### src/design/motor_feedback_frame_decoder_macros.svh
// Assertion macros shared by the motor feedback frame decoder modules.
`ifndef MOTOR_FEEDBACK_FRAME_DECODER_MACROS_SVH
`define MOTOR_FEEDBACK_FRAME_DECODER_MACROS_SVH

// Consequent must hold in the same cycle as the antecedent.
`define MFFD_ASSERT_SAME(label, clk, rstn, ante, cons) \
  label: assert property (@(posedge clk) disable iff (!rstn) (ante) |-> (cons)) \
    else $error("mffd: same-cycle check failed");

// Consequent must hold in the cycle after the antecedent.
`define MFFD_ASSERT_NEXT(label, clk, rstn, ante, cons) \
  label: assert property (@(posedge clk) disable iff (!rstn) (ante) |=> (cons)) \
    else $error("mffd: next-cycle check failed");

`endif

### src/design/mffd_pkg.sv
// Types and constants of the motor feedback frame decoder.
package mffd_pkg;

  // Stream word layout
  localparam int unsigned EidW    = 29;
  localparam int unsigned LenW    = 4;
  localparam int unsigned BytesW  = 64;
  localparam int unsigned IdW     = 8;
  localparam int unsigned InDataW = 112;   // 105 bits of fields, padded to bytes
  localparam int unsigned OutDataW = 200;  // 197 bits of fields, padded to bytes
  localparam int unsigned IdsW    = 48;
  localparam int unsigned CfgJoints = 6;   // joints that own a byte of the id register
  localparam int unsigned JointIdxW = 3;

  localparam logic [IdsW-1:0] IdsReset = 48'h0605_0403_0201;

  // Frame bytes and function codes
  localparam logic [7:0] CheckByte    = 8'h6B;
  localparam logic [7:0] FnProtection = 8'h13;
  localparam logic [7:0] FnCurrent    = 8'h27;
  localparam logic [7:0] FnVelocity   = 8'h35;
  localparam logic [7:0] FnPosition   = 8'h36;
  localparam logic [7:0] FnStatus     = 8'h3A;
  localparam logic [7:0] FnCombined   = 8'h3C;
  localparam logic [7:0] AckA         = 8'h02;
  localparam logic [7:0] AckB         = 8'h12;
  localparam logic [7:0] AckC         = 8'h9F;
  localparam logic [7:0] AckD         = 8'hE2;
  localparam logic [7:0] AckE         = 8'hEE;

  // Position scaling: urad = tenths * UradPerPi / TenthsPerPi
  localparam longint unsigned UradPerPi   = 64'd3141593;
  localparam longint unsigned TenthsPerPi = 64'd1800;
  localparam longint unsigned ScaleInt    = UradPerPi / TenthsPerPi;   // 1745
  localparam longint unsigned ScaleFrac   = UradPerPi % TenthsPerPi;   // 593
  // Smallest magnitude whose scaled value reaches 2^31
  localparam longint unsigned SatMag =
    ((64'd1 << 31) * TenthsPerPi + UradPerPi - 64'd1) / UradPerPi;
  localparam int unsigned MagW   = 21;   // magnitudes below SatMag fit here
  localparam int unsigned AW     = 32;   // ScaleInt * mag
  localparam int unsigned XW     = 31;   // ScaleFrac * mag
  localparam int unsigned DivShift = 3;  // TenthsPerPi = 8 * DivRest
  localparam longint unsigned DivRest = TenthsPerPi >> DivShift;       // 225
  localparam int unsigned YW     = XW - DivShift;
  localparam int unsigned RecipShift = 36;
  localparam int unsigned RecipW = 29;
  localparam longint unsigned Recip = (64'd1 << RecipShift) / DivRest;
  localparam int unsigned QW     = 21;

  typedef enum logic [2:0] {
    ST_IDLE,
    ST_DECODE,
    ST_DIV,
    ST_FIX,
    ST_WRITE
  } state_e;

  typedef enum logic [3:0] {
    OP_REJECT,
    OP_QUERY,
    OP_ACK,
    OP_PROT,
    OP_CUR,
    OP_VEL,
    OP_POS,
    OP_STAT,
    OP_COMB
  } op_e;

  // Controller commands to the datapath
  typedef struct packed {
    logic load;
    logic decode;
    logic div;
    logic fix;
    logic commit;
  } cmd_t;

  // Feedback record of one joint
  typedef struct packed {
    logic [31:0] prot_samples;
    logic [31:0] pos_samples;
    logic [15:0] prot_time;
    logic [15:0] prot_current;
    logic [15:0] prot_temp;
    logic [15:0] status;
    logic [15:0] current;
    logic [16:0] velocity;
    logic [31:0] position;
    logic        online;
  } rec_t;

endpackage

### src/design/mffd_ctrl.sv
// Sequencing state machine of the motor feedback frame decoder.
`include "motor_feedback_frame_decoder_macros.svh"

module mffd_ctrl (
  input  logic           clk_i,
  input  logic           rst_ni,
  input  logic           in_valid_i,
  output logic           in_ready_o,
  input  logic           out_blocked_i,
  output mffd_pkg::cmd_t cmd_o
);

  mffd_pkg::state_e state_q, state_d;

  // State register
  always_ff @(posedge clk_i or negedge rst_ni) begin
    if (!rst_ni) begin
      state_q <= mffd_pkg::ST_IDLE;
    end else begin
      state_q <= state_d;
    end
  end

  // Next state and commands
  always_comb begin
    state_d    = state_q;
    cmd_o      = '0;
    in_ready_o = 1'b0;
    case (state_q)
      mffd_pkg::ST_IDLE: begin
        in_ready_o = 1'b1;
        if (in_valid_i) begin
          cmd_o.load = 1'b1;
          state_d    = mffd_pkg::ST_DECODE;
        end
      end
      mffd_pkg::ST_DECODE: begin
        cmd_o.decode = 1'b1;
        state_d      = mffd_pkg::ST_DIV;
      end
      mffd_pkg::ST_DIV: begin
        cmd_o.div = 1'b1;
        state_d   = mffd_pkg::ST_FIX;
      end
      mffd_pkg::ST_FIX: begin
        cmd_o.fix = 1'b1;
        state_d   = mffd_pkg::ST_WRITE;
      end
      mffd_pkg::ST_WRITE: begin
        // wait while the previous result word is still held
        if (!out_blocked_i) begin
          cmd_o.commit = 1'b1;
          state_d      = mffd_pkg::ST_IDLE;
        end
      end
      default: begin
        state_d = mffd_pkg::ST_IDLE;
      end
    endcase
  end

  `MFFD_ASSERT_SAME(a_commit_free, clk_i, rst_ni, cmd_o.commit, !out_blocked_i)
  `MFFD_ASSERT_NEXT(a_commit_idle, clk_i, rst_ni, cmd_o.commit, in_ready_o)
  `MFFD_ASSERT_NEXT(a_load_decode, clk_i, rst_ni, cmd_o.load, cmd_o.decode && !in_ready_o)

endmodule

### src/design/mffd_datapath.sv
// Frame check, joint lookup, position scaling and record store.
`include "motor_feedback_frame_decoder_macros.svh"

module mffd_datapath #(
  parameter int unsigned JOINTS = 6
) (
  input  logic                           clk_i,
  input  logic                           rst_ni,
  input  mffd_pkg::cmd_t                 cmd_i,
  input  logic [mffd_pkg::InDataW-1:0]   in_data_i,
  input  logic                           in_kind_i,
  input  logic                           cfg_we_i,
  input  logic [mffd_pkg::IdsW-1:0]      cfg_wdata_i,
  output logic                           out_valid_o,
  input  logic                           out_ready_i,
  output logic [mffd_pkg::OutDataW-1:0]  out_data_o,
  output logic                           out_accepted_o,
  output logic                           out_blocked_o
);

  localparam int unsigned JW = (JOINTS > 1) ? $clog2(JOINTS) : 1;

  // Joint id register
  logic [mffd_pkg::IdsW-1:0] ids_q;
  always_ff @(posedge clk_i or negedge rst_ni) begin
    if (!rst_ni) begin
      ids_q <= mffd_pkg::IdsReset;
    end else if (cfg_we_i) begin
      ids_q <= cfg_wdata_i;
    end
  end

  // Input word register
  logic                         kind_q;
  logic [mffd_pkg::EidW-1:0]    eid_q;
  logic [mffd_pkg::LenW-1:0]    len_q;
  logic [mffd_pkg::BytesW-1:0]  bytes_q;
  logic [mffd_pkg::IdW-1:0]     qid_q;
  always_ff @(posedge clk_i) begin
    if (cmd_i.load) begin
      kind_q  <= in_kind_i;
      eid_q   <= in_data_i[28:0];
      len_q   <= in_data_i[32:29];
      bytes_q <= in_data_i[96:33];
      qid_q   <= in_data_i[104:97];
    end
  end

  logic [7:0] d [8];
  always_comb begin
    for (int i = 0; i < 8; i++) begin
      d[i] = bytes_q[63 - 8*i -: 8];
    end
  end

  // Frame checks and function decode
  logic        len_ok, frame_ok, ack, sign_ok;
  logic [7:0]  last_byte, look_id;
  mffd_pkg::op_e op_d;
  always_comb begin
    len_ok    = (len_q >= 4'd3) && (len_q <= 4'd8);
    last_byte = d[len_q[2:0] - 3'd1];   // length 8 wraps to byte 7
    frame_ok  = len_ok && (eid_q[7:0] == 8'h00) && (eid_q[28:16] == '0)
                && (last_byte == mffd_pkg::CheckByte);
    sign_ok   = d[1] <= 8'd1;
    ack       = (len_q == 4'd3) && (d[0] != mffd_pkg::FnStatus)
                && ((d[1] == mffd_pkg::AckA) || (d[1] == mffd_pkg::AckB)
                 || (d[1] == mffd_pkg::AckC) || (d[1] == mffd_pkg::AckD)
                 || (d[1] == mffd_pkg::AckE));
    look_id   = kind_q ? qid_q : eid_q[15:8];
    op_d      = mffd_pkg::OP_REJECT;
    if (kind_q) begin
      op_d = mffd_pkg::OP_QUERY;
    end else if (frame_ok) begin
      if (ack) begin
        op_d = mffd_pkg::OP_ACK;
      end else begin
        case (d[0])
          mffd_pkg::FnProtection: if (len_q == 4'd8) op_d = mffd_pkg::OP_PROT;
          mffd_pkg::FnCurrent:    if (len_q == 4'd4) op_d = mffd_pkg::OP_CUR;
          mffd_pkg::FnVelocity:   if (len_q == 4'd5 && sign_ok) op_d = mffd_pkg::OP_VEL;
          mffd_pkg::FnPosition:   if (len_q == 4'd7 && sign_ok) op_d = mffd_pkg::OP_POS;
          mffd_pkg::FnStatus:     if (len_q == 4'd3) op_d = mffd_pkg::OP_STAT;
          mffd_pkg::FnCombined:   if (len_q == 4'd4) op_d = mffd_pkg::OP_COMB;
          default:                op_d = mffd_pkg::OP_REJECT;
        endcase
      end
    end
  end

  // Joint lookup, lowest matching joint wins
  logic [63:0]   ids_ext;
  logic          hit_d;
  logic [JW-1:0] joint_d;
  always_comb begin
    ids_ext = {16'h0000, ids_q};
    hit_d   = 1'b0;
    joint_d = '0;
    for (int j = JOINTS - 1; j >= 0; j--) begin
      if (((j < mffd_pkg::CfgJoints) ? ids_ext[8*j +: 8] : 8'h00) == look_id) begin
        hit_d   = 1'b1;
        joint_d = JW'(j);
      end
    end
  end

  // Position scaling, first stage: integer and fractional parts of the factor
  logic [31:0]              mag;
  logic [mffd_pkg::MagW-1:0] mag_s;
  assign mag   = {d[2], d[3], d[4], d[5]};
  assign mag_s = mag[mffd_pkg::MagW-1:0];

  mffd_pkg::op_e            op_q;
  logic                     hit_q, sat_q, neg_q;
  logic [JW-1:0]            joint_q;
  logic [mffd_pkg::AW-1:0]  a_q;
  logic [mffd_pkg::XW-1:0]  x_q;
  always_ff @(posedge clk_i) begin
    if (cmd_i.decode) begin
      op_q    <= op_d;
      hit_q   <= hit_d;
      joint_q <= joint_d;
      sat_q   <= {32'h0, mag} >= mffd_pkg::SatMag;
      neg_q   <= d[1] == 8'd1;
      a_q     <= mffd_pkg::AW'({11'h0, mag_s} * 32'(mffd_pkg::ScaleInt));
      x_q     <= mffd_pkg::XW'({10'h0, mag_s} * 31'(mffd_pkg::ScaleFrac));
    end
  end

  // Second stage: quotient estimate by reciprocal multiply
  logic [mffd_pkg::YW-1:0]                  y;
  logic [mffd_pkg::YW+mffd_pkg::RecipW-1:0] y_prod;
  logic [mffd_pkg::QW-1:0]                  q0_q;
  assign y      = x_q[mffd_pkg::XW-1:mffd_pkg::DivShift];
  assign y_prod = {{mffd_pkg::RecipW{1'b0}}, y}
                  * (mffd_pkg::YW + mffd_pkg::RecipW)'(mffd_pkg::Recip);
  always_ff @(posedge clk_i) begin
    if (cmd_i.div) begin
      q0_q <= y_prod[mffd_pkg::RecipShift +: mffd_pkg::QW];
    end
  end

  // Third stage: estimate is exact or one low; correct and add integer part
  logic [mffd_pkg::YW-1:0] rem;
  logic [mffd_pkg::QW-1:0] q;
  logic [31:0]             u_q;
  assign rem = y - mffd_pkg::YW'({7'h0, q0_q} * 28'(mffd_pkg::DivRest));
  assign q   = q0_q + mffd_pkg::QW'(rem >= mffd_pkg::YW'(mffd_pkg::DivRest));
  always_ff @(posedge clk_i) begin
    if (cmd_i.fix) begin
      u_q <= a_q + 32'(q);
    end
  end

  // Record store
  mffd_pkg::rec_t rec_q [JOINTS];
  mffd_pkg::rec_t rec_cur, rec_nxt;
  logic [31:0]    pos_val;
  logic [16:0]    vel_mag;
  logic           acc, wr_rec;
  always_comb begin
    rec_cur = rec_q[joint_q];
    rec_nxt = rec_cur;
    vel_mag = {1'b0, d[2], d[3]};
    if (sat_q) begin
      pos_val = neg_q ? 32'h8000_0000 : 32'h7FFF_FFFF;
    end else begin
      pos_val = neg_q ? 32'(-u_q) : u_q;
    end
    case (op_q)
      mffd_pkg::OP_PROT: begin
        rec_nxt.prot_temp    = {d[1], d[2]};
        rec_nxt.prot_current = {d[3], d[4]};
        rec_nxt.prot_time    = {d[5], d[6]};
        rec_nxt.prot_samples = rec_cur.prot_samples + 32'd1;
      end
      mffd_pkg::OP_CUR:  rec_nxt.current = {d[1], d[2]};
      mffd_pkg::OP_VEL:  rec_nxt.velocity = neg_q ? 17'(-vel_mag) : vel_mag;
      mffd_pkg::OP_POS: begin
        rec_nxt.position    = pos_val;
        rec_nxt.pos_samples = rec_cur.pos_samples + 32'd1;
      end
      mffd_pkg::OP_STAT: rec_nxt.status[7:0] = d[1];
      mffd_pkg::OP_COMB: rec_nxt.status = {d[1], d[2]};
      default: ;
    endcase
    if (op_q != mffd_pkg::OP_QUERY) begin
      rec_nxt.online = 1'b1;
    end
    acc    = hit_q && (op_q != mffd_pkg::OP_REJECT);
    wr_rec = acc && (op_q != mffd_pkg::OP_QUERY);
  end

  always_ff @(posedge clk_i or negedge rst_ni) begin
    if (!rst_ni) begin
      for (int k = 0; k < JOINTS; k++) begin
        rec_q[k] <= '0;
      end
    end else if (cmd_i.commit && wr_rec) begin
      rec_q[joint_q] <= rec_nxt;
    end
  end

  // Output word register
  logic                          out_valid_q;
  logic                          out_acc_q;
  logic [mffd_pkg::OutDataW-1:0] out_data_q;
  always_ff @(posedge clk_i or negedge rst_ni) begin
    if (!rst_ni) begin
      out_valid_q <= 1'b0;
    end else if (cmd_i.commit) begin
      out_valid_q <= 1'b1;
    end else if (out_ready_i) begin
      out_valid_q <= 1'b0;
    end
  end

  always_ff @(posedge clk_i) begin
    if (cmd_i.commit) begin
      out_acc_q  <= acc;
      out_data_q <= acc ? {3'b000, rec_nxt, mffd_pkg::JointIdxW'(joint_q)} : '0;
    end
  end

  assign out_valid_o    = out_valid_q;
  assign out_data_o     = out_data_q;
  assign out_accepted_o = out_acc_q;
  assign out_blocked_o  = out_valid_q && !out_ready_i;

  `MFFD_ASSERT_SAME(a_reject_zero, clk_i, rst_ni, out_valid_q && !out_acc_q, out_data_q == '0)
  `MFFD_ASSERT_NEXT(a_commit_shows, clk_i, rst_ni, cmd_i.commit, out_valid_q)

endmodule

### src/design/motor_feedback_frame_decoder.sv
// Motor feedback frame decoder: checks motor reply frames, updates the
// per-joint feedback record and returns it, or reads a record by motor id.
// Every input word yields exactly one result word. After the accepting
// edge the word passes decode and lookup, reciprocal multiply, quotient
// correction and the record write, and the result word is registered on
// the output. The position scaling has three registered stages. Items are
// handled one at a time: a new word is taken only once the last one has
// been written. The record write waits while the previous result word is
// still held on the output, which also delays the next accept. A new word
// is accepted while the previous result still waits on the output. All
// records are cleared by reset; no clearing pass is needed.
module motor_feedback_frame_decoder #(
  parameter int unsigned JOINTS = 6
) (
  input  logic         clk_i,
  input  logic         rst_ni,
  // configuration: joint motor ids, joint 0 in bits 7:0
  input  logic         cfg_we_i,
  input  logic [47:0]  cfg_wdata_i,
  // input words
  input  logic         s_axis_tvalid,
  output logic         s_axis_tready,
  // [28:0] frame_id, [32:29] frame_length, [96:33] frame_bytes,
  // [104:97] query_motor_id, [111:105] zero
  input  logic [111:0] s_axis_tdata,
  // [0] kind
  input  logic         s_axis_tuser,
  // result words
  output logic         m_axis_tvalid,
  input  logic         m_axis_tready,
  // [2:0] joint_num, [3] online, [35:4] position, [52:36] velocity,
  // [68:53] phase_current, [84:69] status_word, [100:85] prot_temperature,
  // [116:101] prot_current, [132:117] prot_time, [164:133] position_samples,
  // [196:165] protection_samples, [199:197] zero
  output logic [199:0] m_axis_tdata,
  // [0] accepted
  output logic         m_axis_tuser
);

  mffd_pkg::cmd_t cmd;
  logic           out_blocked;

  mffd_ctrl u_ctrl (
    .clk_i         (clk_i),
    .rst_ni        (rst_ni),
    .in_valid_i    (s_axis_tvalid),
    .in_ready_o    (s_axis_tready),
    .out_blocked_i (out_blocked),
    .cmd_o         (cmd)
  );

  mffd_datapath #(
    .JOINTS (JOINTS)
  ) u_datapath (
    .clk_i          (clk_i),
    .rst_ni         (rst_ni),
    .cmd_i          (cmd),
    .in_data_i      (s_axis_tdata),
    .in_kind_i      (s_axis_tuser),
    .cfg_we_i       (cfg_we_i),
    .cfg_wdata_i    (cfg_wdata_i),
    .out_valid_o    (m_axis_tvalid),
    .out_ready_i    (m_axis_tready),
    .out_data_o     (m_axis_tdata),
    .out_accepted_o (m_axis_tuser),
    .out_blocked_o  (out_blocked)
  );

endmodule

### config.mk
export PLATFORM = sky130hd
export DESIGN_NAME = motor_feedback_frame_decoder
export DESIGN_NICKNAME = d
export VERILOG_FILES = /design/src/design/mffd_pkg.sv /design/src/design/mffd_ctrl.sv /design/src/design/mffd_datapath.sv /design/src/design/motor_feedback_frame_decoder.sv
export VERILOG_INCLUDE_DIRS = /design/src /design/src/design
export SDC_FILE = /design/constraint.sdc
export NUM_CORES = 2
export LEC_CHECK = 0
export BUFFER_PORTS_ARGS = -buffer_cell sky130_fd_sc_hd__buf_4
export CAP_MARGIN = 40
export CORE_MARGIN = 2
export CORE_UTILIZATION = 40
export DETAILED_ROUTE_END_ITERATION = 7
export SETUP_SLACK_MARGIN = 0.5
export SYNTH_ARGS = -nofsm -noshare
export SYNTH_HDL_FRONTEND = slang
export SYNTH_SLANG_ARGS = --single-unit
### constraint.sdc
create_clock -name clk_i -period 10.01 [get_ports clk_i]
set_clock_uncertainty 0.05 [all_clocks]
set_input_delay 0 -clock clk_i [delete_from_list [all_inputs] [get_ports clk_i]]
set_output_delay 0 -clock clk_i [all_outputs]
set_load 0.005 [all_outputs]
==> out/qor.csv <==
metric,value,unit
placed inst area,101000,sq um
vias in the first global route,70100,
clk slew on worst S/H paths,60,ps
Max Fclk,0.111,GHz
crit end category,flip-flop,
"top cells by area, synth","dfrtp_1 32%, edfxtp_1 13%, fa_1 8.7%, ha_1 8.7%, mux2_2 7.0%",
synthesized area,94700,sq um
max cap viols,0,
Die W,491,um
remaining antenna violation count after routing,0,
largest net degree at the start of global routing,181,
max-slew violations,0,
RSZ-0062 raised after global routing,no,
Worst Path Max Fanout,8,
Finished Cell Area,111000,sq um
dpl hpwl,187000,um
drt wl/cell,22.3,um
"commonest non-fill, non-tap cells in the layout","1207 x dfrtp_1, 911 x nand2_1, 892 x inv_1",
Cells after Synth,8683,
top cell type's share of synthesized area,31.9,%
register bit total from synthesis,1639,
Worst Hold Class,in -> async,
CTS sink cnt,1639,
cell mode on critical path,ha_1,
grt total ovfl,0,
CTS Buffer Depth,3,
Post-Route WL,281000,um
Slew HR,25.3,%
H-tree lvl count,4,
nets,10500,
vias,68600,
Mean Syn Cell Area,10.9,sq um
Post-synth EDFFs,423,
IO Count,369,
CTS tree,built,
TritonRoute pass-1 iters,6,
Area growth syn-to-layout,17.1,%
final worst path period share,90.0,%
Crit Path Category,reg -> reg,
overall global routing resource usage,23.1,%
Num CTS Buffers,178,
Rows,178,
Top delay family on crit path,adder cells,
Vias per Instance,5.44,
share of post-route cells with drive strength above 1,15.8,%
final hold vios,0,
latest clock arrival within the worst-skew pair,840,ps
initial core utilization,40.2,%
Most used DFF post-synth,dfrtp_1,
sequential-to-total area share from yosys stat,45.6,%
PortBufs,358,
crit path DAT,9510,ps
setup TNS after final layout,0,ps
drt drc,0,
yosys warns,0,
Buf/Inv on CP,3,
initial antenna violation count,21,
core footprint,235000,sq um
Iter 0 DRT Violations,5424,
CP max-delay cell,edfxtp_1,
"commonest non-fill, non-tap cell in the layout",dfrtp_1,
GPL Wtd Cong,0.873,
Post-synth ARST share,74.2,%
Critical Path RT,10510,ps
Worst-Margin Slew,1120,ps
Synth cell types,95,
"slowest stage delay, CP",600,ps
die area,241000,sq um
Setup Viol. Count Final,0,
crit path time final,9010,ps
CTS root buffer,clkbuf_16,
die height,491,um
"area leader, netlist",dfrtp_1,
Startpoint Class,flip-flop,
first-pass GRT wire length,432000,um
outcome,finished clean,
## metrics by stage
stage | cells | setup WS, ps | hold WS [ps] | util [%]
after global placement | 11900 | 632 | 74.0 | 42.7
after CTS | 12600 | 530 | 213 | 47.0
after detailed placement | 11900 | 575 | 80.8 | 43.0
after floorplan | 8685 | 1510 | -346 | -
after global routing | 12600 | 526 | 281 | 47.1
final | 12600 | 998 | 286 | 47.1
## worst paths after layout
check	from	to	slack (ps)	cells past startpoint
setup / recovery	u_datapath.q0_q[6]	u_datapath.u_q[25]	1000	31
hold / removal	rst_ni	u_datapath.rec_q[69]	290	4
setup reg to reg	u_datapath.q0_q[6]	u_datapath.u_q[25]	1000	31
hold reg to reg	u_datapath.rec_q[388]	u_datapath.rec_q[388]	420	1
max in group asynchronous	rst_ni	u_datapath.rec_q[525]	7930	6
min in group clk_i	cfg_we_i	u_datapath.ids_q[20]	290	3
## flip-flops by register name, indices dropped and copies added, names as in the netlist, 21 cells and up
name                   count
u_datapath.u_q            32
u_datapath.ids_q          48
u_datapath.a_q            25
u_datapath.q0_q           21
u_datapath.x_q            31
u_datapath.rec_q        1164
u_datapath.out_data_o    197
u_datapath.bytes_q        64
u_datapath.eid_q          29
## synthesized netlist by cell type (35+ instances only)
library cell and instances:
a21o_1 62, a21oi_1 249, a221oi_1 140, a22oi_1 199
a31oi_1 40, and2_1 79, buf_1 37, clkbuf_1 368
dfrtp_1 1207, edfxtp_1 423, fa_1 413, ha_1 655
inv_1 896, mux2_2 589, mux2i_1 124, nand2_1 918
nand2b_1 35, nand3_1 79, nor2_1 340, nor2b_1 38
nor3_1 95, o21ai_0 853, o21ai_1 39, o22ai_1 36
xnor2_1 183, xor2_1 63
## routing by layer
layer / share of wire [%] / vias up / GRT usage [%]
met1: 44 / 34800 / 32.0
met5: 0 / - / 0
met3: 5.8 / 443 / 3.52
li1: - / 31300 / -
met2: 47 / 2044 / 37.6
met4: 2.8 / 0 / 6.76
## cells by family (layout without fill, tap and decap cells)
| family | Yosys count | after routing | synth area share, % |
|---|---|---|---|
| AO/OA/AOI/OAI | 1853 | 1853 | 12.0 |
| XOR/XNOR | 250 | 250 | 2.34 |
| adder cells (fa/ha/maj) | 1068 | 1068 | 17.4 |
| buffers and inverters | 1355 | 2123 | 5.56 |
| flip-flops | 1639 | 1639 | 45.6 |
| multiplexers | 723 | 723 | 8.54 |
| other | 1 | 16 | 0.00396 |
| AND/OR/NAND/NOR | 1794 | 1794 | 8.59 |
## worst reg2reg max path, delay by kind of cell, from the launching register on
family / cells / cell delay, ps
adders and majority gates: 8 / 3110
xor gates and xnor gates: 2 / 270
DFF: 1 / 600
and+or+nand+nor: 8 / 1930
AOI/OAI and AO/OA: 10 / 2670
buffers and inverters: 3 / 150
## what timing repair did
action                                  CTS  global route
resized for setup                         0            12
endpoints found under the hold margin   337             0
buffers inserted                          0            23
hold buffers                            363             0
endpoints found under the setup margin    0            14
## final cells by class
type                       instances  area (sq um)
fill                           21200        125000
inverter                         896          3370
clock inverter                    69           703
clock buffer                     265          5150
sequential                      1639         43100
tap                             3150          3940
multi-input combinational       5691         46500
timing repair buffer             893          8080
antenna                           13          32.5
Power is left out: the tool's default activity adds up to more than one toggle a clock period on the data nets, which glitch-free logic cannot reach.
